File: config.mk
export PLATFORM = sky130hd
export DESIGN_NAME = first_fit_block_allocator
export DESIGN_NICKNAME = d
export VERILOG_FILES = /design/src/hw/rtl/fab_pkg.sv /design/src/hw/rtl/fab_store.sv /design/src/hw/rtl/first_fit_block_allocator.sv
export SDC_FILE = /design/constraint.sdc
export NUM_CORES = 1
export LEC_CHECK = 0
export BUFFER_PORTS_ARGS = -buffer_cell sky130_fd_sc_hd__buf_2
export CORE_ASPECT_RATIO = 0.5
export CORE_UTILIZATION = 69
export CTS_BUF_LIST = sky130_fd_sc_hd__clkbuf_8
export CTS_CLUSTER_DIAMETER = 100
export DETAILED_ROUTE_END_ITERATION = 12
export PLACE_DENSITY = 0.91
export SLEW_MARGIN = 20
export SYNTH_ARGS = -nofsm -noshare
export SYNTH_HDL_FRONTEND = slang
export SYNTH_SLANG_ARGS = --single-unit
File: constraint.sdc
create_clock -name clock -period 7.35 [get_ports clock]
set_input_delay 2.205 -clock clock [delete_from_list [all_inputs] [get_ports clock]]
set_output_delay 2.205 -clock clock [all_outputs]
set_load 0.01 [all_outputs]
File: src/hw/rtl/fab_pkg.sv
// Package for the first-fit block allocator.
// Holds field widths, request codes, saturation limits and the control state type.
// No dependencies.
`default_nettype none

package fab_pkg;

   localparam int DEF_NUM_BLOCKS = 16;
   localparam int DEF_SIZE_BITS  = 16;

   localparam int BLOCK_W  = 4;
   localparam int AMOUNT_W = 16;
   localparam int LEFT_W   = 16;
   localparam int TOTAL_W  = 20;

   localparam logic [63:0] LEFT_MAX  = 64'h0000_0000_0000_FFFF;
   localparam logic [63:0] TOTAL_MAX = 64'h0000_0000_000F_FFFF;

   localparam logic REQ_LOAD  = 1'b0;
   localparam logic REQ_ALLOC = 1'b1;

   typedef enum logic [3:0] {
      ST_IDLE    = 4'b0001,
      ST_SCAN    = 4'b0010,
      ST_LOAD_RD = 4'b0100,
      ST_LOAD_WR = 4'b1000
   } state_type;

   // read and write strobes toward the free-size store
   typedef struct packed {
      logic rd_en;
      logic wr_en;
   } store_ctl_type;

endpackage

`default_nettype wire

File: src/hw/rtl/fab_store.sv
// Free-size store: one synchronous memory with a registered read port and one write port.
// Per-entry valid bits make never-written entries read as zero after reset.
// Depends on fab_pkg.
`default_nettype none

module fab_store #(
   parameter int NUM_BLOCKS = fab_pkg::DEF_NUM_BLOCKS,
   parameter int SIZE_BITS  = fab_pkg::DEF_SIZE_BITS,
   parameter int IDX_W      = (NUM_BLOCKS > 1) ? $clog2(NUM_BLOCKS) : 1
) (
   input  wire                        clock,
   input  wire                        reset,
   input  fab_pkg::store_ctl_type     ctl,
   input  wire  [IDX_W-1:0]           rd_addr,
   input  wire  [IDX_W-1:0]           wr_addr,
   input  wire  [SIZE_BITS-1:0]       wr_data,
   output logic [SIZE_BITS-1:0]       rd_data
);

   logic [SIZE_BITS-1:0]  mem_array [NUM_BLOCKS];
   logic [NUM_BLOCKS-1:0] written_ff;
   logic [SIZE_BITS-1:0]  rd_data_ff;
   logic                  rd_written_ff;

   always_ff @(posedge clock) begin
      if (ctl.wr_en) begin
         mem_array[wr_addr] <= wr_data;
      end
      if (ctl.rd_en) begin
         rd_data_ff    <= mem_array[rd_addr];
         rd_written_ff <= written_ff[rd_addr];
      end
   end

   always_ff @(posedge clock) begin
      if (reset) begin
         written_ff <= '0;
      end else if (ctl.wr_en) begin
         written_ff[wr_addr] <= 1'b1;
      end
   end

   assign rd_data = rd_written_ff ? rd_data_ff : '0;

endmodule

`default_nettype wire

File: src/hw/rtl/first_fit_block_allocator.sv
// Top level of the first-fit block allocator: request sequencer, running free sum,
// result register. Depends on fab_pkg and fab_store.
//
//   channel  ports (after the prefix)                                 direction
//   req      valid stall type block_number amount                     in (stall out)
//   rsp      valid stall granted chosen_block left_in_block total_free out (stall in)
//
// A load reads the old size, then writes back the new size and registers the result.
// An allocate reads one block per cycle from the store and checks each one the cycle
// after; it finishes at the first block that fits, or after the last block on a miss.
// Reset clears the store at once through per-block valid bits; no sweep is needed.
// One item is in work at a time; a new one is taken while the last result waits.
// A stalled result holds the finishing step until the result register frees.
`default_nettype none

module first_fit_block_allocator #(
   parameter int NUM_BLOCKS = fab_pkg::DEF_NUM_BLOCKS,
   parameter int SIZE_BITS  = fab_pkg::DEF_SIZE_BITS
) (
   input  wire                           clock,
   input  wire                           reset,
   input  wire                           req_valid,
   output logic                          req_stall,
   input  wire                           req_type,
   input  wire  [fab_pkg::BLOCK_W-1:0]   req_block_number,
   input  wire  [fab_pkg::AMOUNT_W-1:0]  req_amount,
   output logic                          rsp_valid,
   input  wire                           rsp_stall,
   output logic                          rsp_granted,
   output logic [fab_pkg::BLOCK_W-1:0]   rsp_chosen_block,
   output logic [fab_pkg::LEFT_W-1:0]    rsp_left_in_block,
   output logic [fab_pkg::TOTAL_W-1:0]   rsp_total_free
);

   localparam int IDX_W = (NUM_BLOCKS > 1) ? $clog2(NUM_BLOCKS) : 1;
   localparam int CNT_W = $clog2(NUM_BLOCKS + 1);
   localparam int SUM_W = SIZE_BITS + IDX_W;

   fab_pkg::state_type state_ff, state_in;

   logic                          type_ff;
   logic [fab_pkg::BLOCK_W-1:0]   block_ff;
   logic [fab_pkg::AMOUNT_W-1:0]  amount_ff;
   logic [CNT_W-1:0]              scan_idx_ff, scan_idx_in;
   logic                          chk_vld_ff, chk_vld_in;
   logic [IDX_W-1:0]              chk_idx_ff, chk_idx_in;
   logic [SUM_W-1:0]              sum_ff, sum_in;

   logic                          rsp_valid_ff, rsp_valid_in;
   logic                          granted_ff, granted_in;
   logic [fab_pkg::BLOCK_W-1:0]   chosen_ff, chosen_in;
   logic [fab_pkg::LEFT_W-1:0]    left_ff, left_in;
   logic [fab_pkg::TOTAL_W-1:0]   total_ff, total_in;

   fab_pkg::store_ctl_type        store_ctl;
   logic [IDX_W-1:0]              rd_addr;
   logic [IDX_W-1:0]              wr_addr;
   logic [SIZE_BITS-1:0]          wr_data;
   logic [SIZE_BITS-1:0]          rd_data;

   logic                          req_accept;
   logic                          out_free;
   logic                          load_in_range;
   logic [IDX_W-1:0]              load_idx;
   logic [SIZE_BITS-1:0]          load_value;
   logic [31:0]                   amount_ext;
   logic [31:0]                   data_ext;
   logic [31:0]                   diff_ext;
   logic [31:0]                   idx_ext;
   logic                          fit;
   logic                          last_chk;
   logic [63:0]                   new_size_ext;
   logic [63:0]                   sum_next_ext;
   logic [fab_pkg::LEFT_W-1:0]    left_sat;
   logic [fab_pkg::TOTAL_W-1:0]   total_next_sat;
   logic [fab_pkg::TOTAL_W-1:0]   total_cur_sat;

   fab_store #(
      .NUM_BLOCKS (NUM_BLOCKS),
      .SIZE_BITS  (SIZE_BITS),
      .IDX_W      (IDX_W)
   ) u_store (
      .clock   (clock),
      .reset   (reset),
      .ctl     (store_ctl),
      .rd_addr (rd_addr),
      .wr_addr (wr_addr),
      .wr_data (wr_data),
      .rd_data (rd_data)
   );

   assign req_stall  = (state_ff != fab_pkg::ST_IDLE);
   assign req_accept = req_valid && !req_stall;
   assign out_free   = !rsp_valid_ff || !rsp_stall;

   // datapath shared by load and allocate
   assign load_in_range = (32'(block_ff) < NUM_BLOCKS);
   assign load_idx      = IDX_W'(block_ff);
   assign load_value    = SIZE_BITS'(amount_ff);
   assign amount_ext    = 32'(amount_ff);
   assign data_ext      = 32'(rd_data);
   assign diff_ext      = data_ext - amount_ext;
   assign idx_ext       = 32'(chk_idx_ff);
   assign fit           = (amount_ext <= data_ext);
   assign last_chk      = (chk_idx_ff == IDX_W'(NUM_BLOCKS - 1));

   always_comb begin
      if (type_ff == fab_pkg::REQ_LOAD) begin
         new_size_ext = 64'(load_value);
         sum_next_ext = 64'(sum_ff - SUM_W'(rd_data) + SUM_W'(load_value));
      end else begin
         new_size_ext = 64'(diff_ext[SIZE_BITS-1:0]);
         sum_next_ext = 64'(sum_ff - SUM_W'(amount_ff));
      end
   end

   assign left_sat       = (new_size_ext > fab_pkg::LEFT_MAX) ?
                           fab_pkg::LEFT_MAX[fab_pkg::LEFT_W-1:0] :
                           new_size_ext[fab_pkg::LEFT_W-1:0];
   assign total_next_sat = (sum_next_ext > fab_pkg::TOTAL_MAX) ?
                           fab_pkg::TOTAL_MAX[fab_pkg::TOTAL_W-1:0] :
                           sum_next_ext[fab_pkg::TOTAL_W-1:0];
   assign total_cur_sat  = (64'(sum_ff) > fab_pkg::TOTAL_MAX) ?
                           fab_pkg::TOTAL_MAX[fab_pkg::TOTAL_W-1:0] :
                           sum_ff[fab_pkg::TOTAL_W-1:0];

   assign wr_data = new_size_ext[SIZE_BITS-1:0];

   always_comb begin
      state_in        = state_ff;
      scan_idx_in     = scan_idx_ff;
      chk_vld_in      = chk_vld_ff;
      chk_idx_in      = chk_idx_ff;
      sum_in          = sum_ff;
      store_ctl.rd_en = 1'b0;
      store_ctl.wr_en = 1'b0;
      rd_addr         = scan_idx_ff[IDX_W-1:0];
      wr_addr         = chk_idx_ff;
      rsp_valid_in    = rsp_valid_ff && rsp_stall;
      granted_in      = granted_ff;
      chosen_in       = chosen_ff;
      left_in         = left_ff;
      total_in        = total_ff;

      case (state_ff)
         fab_pkg::ST_IDLE: begin
            if (req_accept) begin
               scan_idx_in = '0;
               chk_vld_in  = 1'b0;
               state_in    = (req_type == fab_pkg::REQ_LOAD) ?
                             fab_pkg::ST_LOAD_RD : fab_pkg::ST_SCAN;
            end
         end
         fab_pkg::ST_LOAD_RD: begin
            store_ctl.rd_en = 1'b1;
            rd_addr         = load_idx;
            state_in        = fab_pkg::ST_LOAD_WR;
         end
         fab_pkg::ST_LOAD_WR: begin
            if (out_free) begin
               rsp_valid_in = 1'b1;
               chosen_in    = block_ff;
               if (load_in_range) begin
                  store_ctl.wr_en = 1'b1;
                  wr_addr         = load_idx;
                  sum_in          = sum_next_ext[SUM_W-1:0];
                  granted_in      = 1'b1;
                  left_in         = left_sat;
                  total_in        = total_next_sat;
               end else begin
                  granted_in = 1'b0;
                  left_in    = '0;
                  total_in   = total_cur_sat;
               end
               state_in = fab_pkg::ST_IDLE;
            end
         end
         fab_pkg::ST_SCAN: begin
            if (chk_vld_ff && (fit || last_chk)) begin
               // hold the checked entry until the result register frees
               if (out_free) begin
                  rsp_valid_in = 1'b1;
                  chk_vld_in   = 1'b0;
                  if (fit) begin
                     store_ctl.wr_en = 1'b1;
                     sum_in          = sum_next_ext[SUM_W-1:0];
                     granted_in      = 1'b1;
                     chosen_in       = idx_ext[fab_pkg::BLOCK_W-1:0];
                     left_in         = left_sat;
                     total_in        = total_next_sat;
                  end else begin
                     granted_in = 1'b0;
                     chosen_in  = '0;
                     left_in    = '0;
                     total_in   = total_cur_sat;
                  end
                  state_in = fab_pkg::ST_IDLE;
               end
            end else begin
               // advance the read stream one block per cycle
               store_ctl.rd_en = (scan_idx_ff < CNT_W'(NUM_BLOCKS));
               chk_vld_in      = store_ctl.rd_en;
               chk_idx_in      = scan_idx_ff[IDX_W-1:0];
               if (store_ctl.rd_en) begin
                  scan_idx_in = scan_idx_ff + CNT_W'(1);
               end
            end
         end
         default: begin
            state_in = fab_pkg::ST_IDLE;
         end
      endcase
   end

   always_ff @(posedge clock) begin
      if (reset) begin
         state_ff     <= fab_pkg::ST_IDLE;
         chk_vld_ff   <= 1'b0;
         scan_idx_ff  <= '0;
         sum_ff       <= '0;
         rsp_valid_ff <= 1'b0;
      end else begin
         state_ff     <= state_in;
         chk_vld_ff   <= chk_vld_in;
         scan_idx_ff  <= scan_idx_in;
         sum_ff       <= sum_in;
         rsp_valid_ff <= rsp_valid_in;
      end
   end

   always_ff @(posedge clock) begin
      if (req_accept) begin
         type_ff   <= req_type;
         block_ff  <= req_block_number;
         amount_ff <= req_amount;
      end
      chk_idx_ff <= chk_idx_in;
      granted_ff <= granted_in;
      chosen_ff  <= chosen_in;
      left_ff    <= left_in;
      total_ff   <= total_in;
   end

   assign rsp_valid         = rsp_valid_ff;
   assign rsp_granted       = granted_ff;
   assign rsp_chosen_block  = chosen_ff;
   assign rsp_left_in_block = left_ff;
   assign rsp_total_free    = total_ff;

endmodule

`default_nettype wire
==> flow_metrics.tcl <==
set metrics [dict create \
    seq_power_share 0.509 \
    fp.coreArea_sq_um 26600 \
    worst_ir_drop_on_vdd_v 0.000232 \
    cts_max_level 2 \
    grt.total_usage 0.336 \
    ports_placed_on_the_boundary 68 \
    fin_skew_ns 0.0402 \
    ys_warn_count 0 \
    synth_nets 1763 \
    hold_viol_final 0 \
    die_width_um 236 \
    final-max-slew-violation-count 0 \
    critical_path.reg2reg.startpoint "u_store.rd_written_ff$_DFFE_PP_" \
    floorplan.initialDensity 0.709 \
    max-cap-violations 0 \
    worst_setup_path_end_kind "flop" \
    nFillCells 1525 \
    netSwitchingPower_mw 1.50 \
    clock_latency_late_sink_ns 0.62 \
    power_frac_comb 0.198 \
    timing.critical_path.max_delay_family "compound AO/OA/AOI/OAI gates" \
    critical-path-slowest-cell "sky130_fd_sc_hd__edfxtp_1" \
    hold_buffers 0 \
    cts_root_buf "sky130_fd_sc_hd__clkbuf_8" \
    synth-edff-count 339 \
    timing.hold.ws_ns 0.475 \
    cts_buffer_depth 3 \
    cts_buffers 49 \
    detail-route-antenna-nets 0 \
    criticalPathCategory "flop to flop" \
    gpl.final_weighted_congestion 0.948 \
    detail_route.wl_per_cell_um 22.3 \
    cellPowerDensity_nw_per_um2 246 \
    top_reg_cell_synth "sky130_fd_sc_hd__edfxtp_1" \
    numPlacedInstances 2041 \
    fraction_of_final_layout_cells_with_drive_strength_greater_than_1 0.113 \
    grt-ovfl-total 0 \
    hp-class "flop to flop" \
    placement.cell_area_sq_um 19700 \
    ordered_cell_list_for_the_critical_path "and2_1, ha_1, inv_1, fa_1, a211oi_2, o211ai_1, a41o_1, a21oi_1, o21bai_1, a21oi_1, o21bai_1, xor2_1, ha_1, o211ai_1, a21oi_1, o21bai_1, or3_1, or4_4, nand3_4, and4_1, a21oi_1" \
    initial_drt_markers 2098 \
    crit_path_frequent_cell "sky130_fd_sc_hd__a21oi_1" \
    portBuffers 67 \
    totalWireLength_um 47400 \
    final_period_minus_worst_setup_slack_ns 5.37 \
    finish.net_count 1836 \
    cp_data_arrival_time_ns 5.70 \
    required_time_reported_for_the_critical_path_endpoint_ns 7.67 \
    antennaDiodeCount 0 \
    post_synth.cell_area_avg_sq_um 11.3 \
    vertical_die_dimension_um 119 \
    clock.fmax_mhz 186 \
    grt_first_pass_wirelength_um 72600 \
    synth_seq_cells 386 \
    final-setup-viol-count 0 \
    worstSetupStartpoint "u_store.rd_written_ff$_DFFE_PP_" \
    tritoncts "built" \
    postCtsSetupBuffers 0 \
    row_count 42 \
    yosysSeqAreaShare 0.589 \
    finalNonFillerCells 2122 \
    post_detail_place_hpwl_um 30800 \
    min_period_over_period 0.731 \
    post_cts.resized_instances 0 \
    grt_pass1_vias 13489 \
    worstHoldStart "u_store.written_ff[11]$_SDFFE_PP0P_" \
    clock_power_share 0.293 \
    synth_cells 1667 \
    run_status "completed" \
    drc 0 \
    internal_power_mw 3.58 \
    drtPass1Iterations 6 \
    tightestPinTransition_ns 0.978 \
    syn_to_final_growth_pct 9.21 \
    layout.core_utilization 0.774 \
    area.sequential_sq_um 11100 \
    rsz_0062_raised_after_global_routing "no" \
    switching_portion_of_total_power 0.295 \
    crit_path_max_incr_delay_ns 0.68 \
    antenna_violations_before_repair 1 \
    grt_max_degree 79 \
    timing.max_slew.rel_slack 0.348 \
    setup_total_negative_slack_ns 0 \
    clk_pin_slew_ns 0.07 \
    crit_path_max_fanout 18 \
    setup.worst_path.start_class "flop" \
    final_design_area_no_fill_sq_um 20600 \
    dr_total_vias 14198 \
    synth-async-reset-ratio 0 \
    synth_area_sq_um 18900 \
    synth.lib_cells_used.distinct 76 \
    critPathBufInv 1 \
    multi_input_comb_area_sq_um 7300 \
    cts.sink_count 386 \
    die-area_sq_um 28100 \
    post_drt_via_cell_ratio 6.69 \
    static-leakage-power_nw 7.56 \
]
-- layout by cell type, fill, tap and decap left out, drive strengths merged, types with 12 or more instances in the layout --
cell,Yosys,layout
a31oi,59,59
nand2,209,209
nand2b,12,12
or3,12,12
a211oi,108,108
ha,67,67
a311oi,35,35
xnor2,35,35
a21o,18,18
and2,94,94
nor2,124,124
buf,9,108
edfxtp,339,339
o211ai,12,12
clkbuf,77,49
o21a,18,18
inv,59,69
nand3,18,18
dfxtp,47,47
nor3,23,23
xor2,20,20
o21ai,45,45
a21oi,108,108
clkinv,0,18
-- final timing paths --
| path | to | slack, ns | cells after the start |
|---|---|---|---|
| max | rsp_total_free[18]$_DFFE_PP_ | 1.98 | 21 |
| min | u_store.written_ff[11]$_SDFFE_PP0P_ | 0.48 | 2 |
| max reg2reg | rsp_total_free[18]$_DFFE_PP_ | 1.98 | 21 |
| min reg2reg | u_store.written_ff[11]$_SDFFE_PP0P_ | 0.48 | 2 |
-- final cells by class --
type | instances | share of cell area
Tap cell | 352 | 0.0214
Clock buffer | 49 | 0.0327
Timing Repair Buffer | 108 | 0.0322
Multi-Input combinational cell | 1136 | 0.354
Inverter | 59 | 0.0107
Clock inverter | 32 | 0.00977
Sequential cell | 386 | 0.539
-- power by group through the flow --
stage	registers (mW)	clock network, mW	logic [mW]
floorplan	2.62	0	0.688
global placement	2.63	0	0.929
detailed placement	2.63	0	0.972
CTS	2.59	1.49	0.982
global route	2.59	1.57	1.09
finish	2.59	1.49	1.00
-- registers in the layout (all words and copies together), names as in the netlist, 5 cells and up --
signal	count
scan_idx_ff	5
u_store.written_ff	16
rsp_left_in_block	16
sum_ff	20
u_store.rd_data_ff	16
u_store.mem_array	256
rsp_total_free	20
amount_ff	16
-- stage by stage --
stage	setup slack, ns	power [mW]
floorplan	2.65	3.31
finish	1.98	5.08
global route	1.69	5.25
global placement	2.20	3.56
CTS	2.02	5.06
detailed placement	2.04	3.60
-- logic make-up (layout without fill, tap and decap cells) --
logic type      Yosys count  after routing  synth area share
compound gates          459            459             0.167
xor+xnor                 55             55            0.0255
fa+ha+maj                71             71            0.0486
buf+inv                 145            248            0.0291
flops                   386            386             0.589
mux                      13             13           0.00716
simple gates            538            538             0.134
-- tightest hold or removal path: stages, from the launching register on --
cell and delay (ns):
sky130_fd_sc_hd__dfxtp_1 0.33, sky130_fd_sc_hd__a21oi_1 0.04, sky130_fd_sc_hd__nor2_1 0.07
-- Yosys cell counts (3+ instances only) --
cell	number	area [sq um]
sky130_fd_sc_hd__mux2i_1	9	90.1
sky130_fd_sc_hd__o31a_1	5	43.8
sky130_fd_sc_hd__o21a_1	18	135
sky130_fd_sc_hd__clkbuf_1	76	285
sky130_fd_sc_hd__nor2_1	124	465
sky130_fd_sc_hd__xnor2_1	35	307
sky130_fd_sc_hd__a21oi_1	108	541
sky130_fd_sc_hd__and3_1	5	31.3
sky130_fd_sc_hd__o21bai_1	7	52.6
sky130_fd_sc_hd__a211o_1	4	35.0
sky130_fd_sc_hd__or2_2	5	31.3
sky130_fd_sc_hd__nand3_1	17	85.1
sky130_fd_sc_hd__mux2_2	4	45.0
sky130_fd_sc_hd__and2_1	93	582
sky130_fd_sc_hd__o211ai_1	12	90.1
sky130_fd_sc_hd__a21o_1	18	135
sky130_fd_sc_hd__fa_1	4	80.1
sky130_fd_sc_hd__buf_1	8	30.0
sky130_fd_sc_hd__nor4_1	3	18.8
sky130_fd_sc_hd__o21ai_0	39	195
sky130_fd_sc_hd__o41ai_1	3	26.3
sky130_fd_sc_hd__a211oi_1	107	803
sky130_fd_sc_hd__nor3b_1	4	30.0
sky130_fd_sc_hd__nor4b_1	4	35.0
sky130_fd_sc_hd__xor2_1	20	175
sky130_fd_sc_hd__nand2b_1	12	75.1
sky130_fd_sc_hd__o31ai_1	6	45.0
sky130_fd_sc_hd__a311oi_1	35	307
sky130_fd_sc_hd__dfxtp_1	47	941
sky130_fd_sc_hd__edfxtp_1	339	10200
sky130_fd_sc_hd__nor2b_1	7	43.8
sky130_fd_sc_hd__o21ba_2	4	40.0
sky130_fd_sc_hd__inv_1	58	218
sky130_fd_sc_hd__o21ai_1	6	30.0
sky130_fd_sc_hd__ha_1	67	838
sky130_fd_sc_hd__nand4_1	8	50.1
sky130_fd_sc_hd__a31oi_1	59	369
sky130_fd_sc_hd__nand3b_1	3	22.5
sky130_fd_sc_hd__nand2_1	209	785
sky130_fd_sc_hd__nor3_1	23	115
sky130_fd_sc_hd__or3_1	12	75.1
-- metal layers --
| metal | wire length [um] | share of wire | GRT usage | vias to the layer above |
|---|---|---|---|---|
| met3 | 5730 | 0.12 | 0.0702 | 155 |
| li1 | - | - | - | 6381 |
| met4 | 1540 | 0.032 | 0.123 | 0 |
| met5 | 0 | 0 | 0 | - |
| met1 | 18900 | 0.40 | 0.482 | 6679 |
| met2 | 21200 | 0.45 | 0.513 | 983 |
Note: power is estimated with default switching activity, not from simulation.
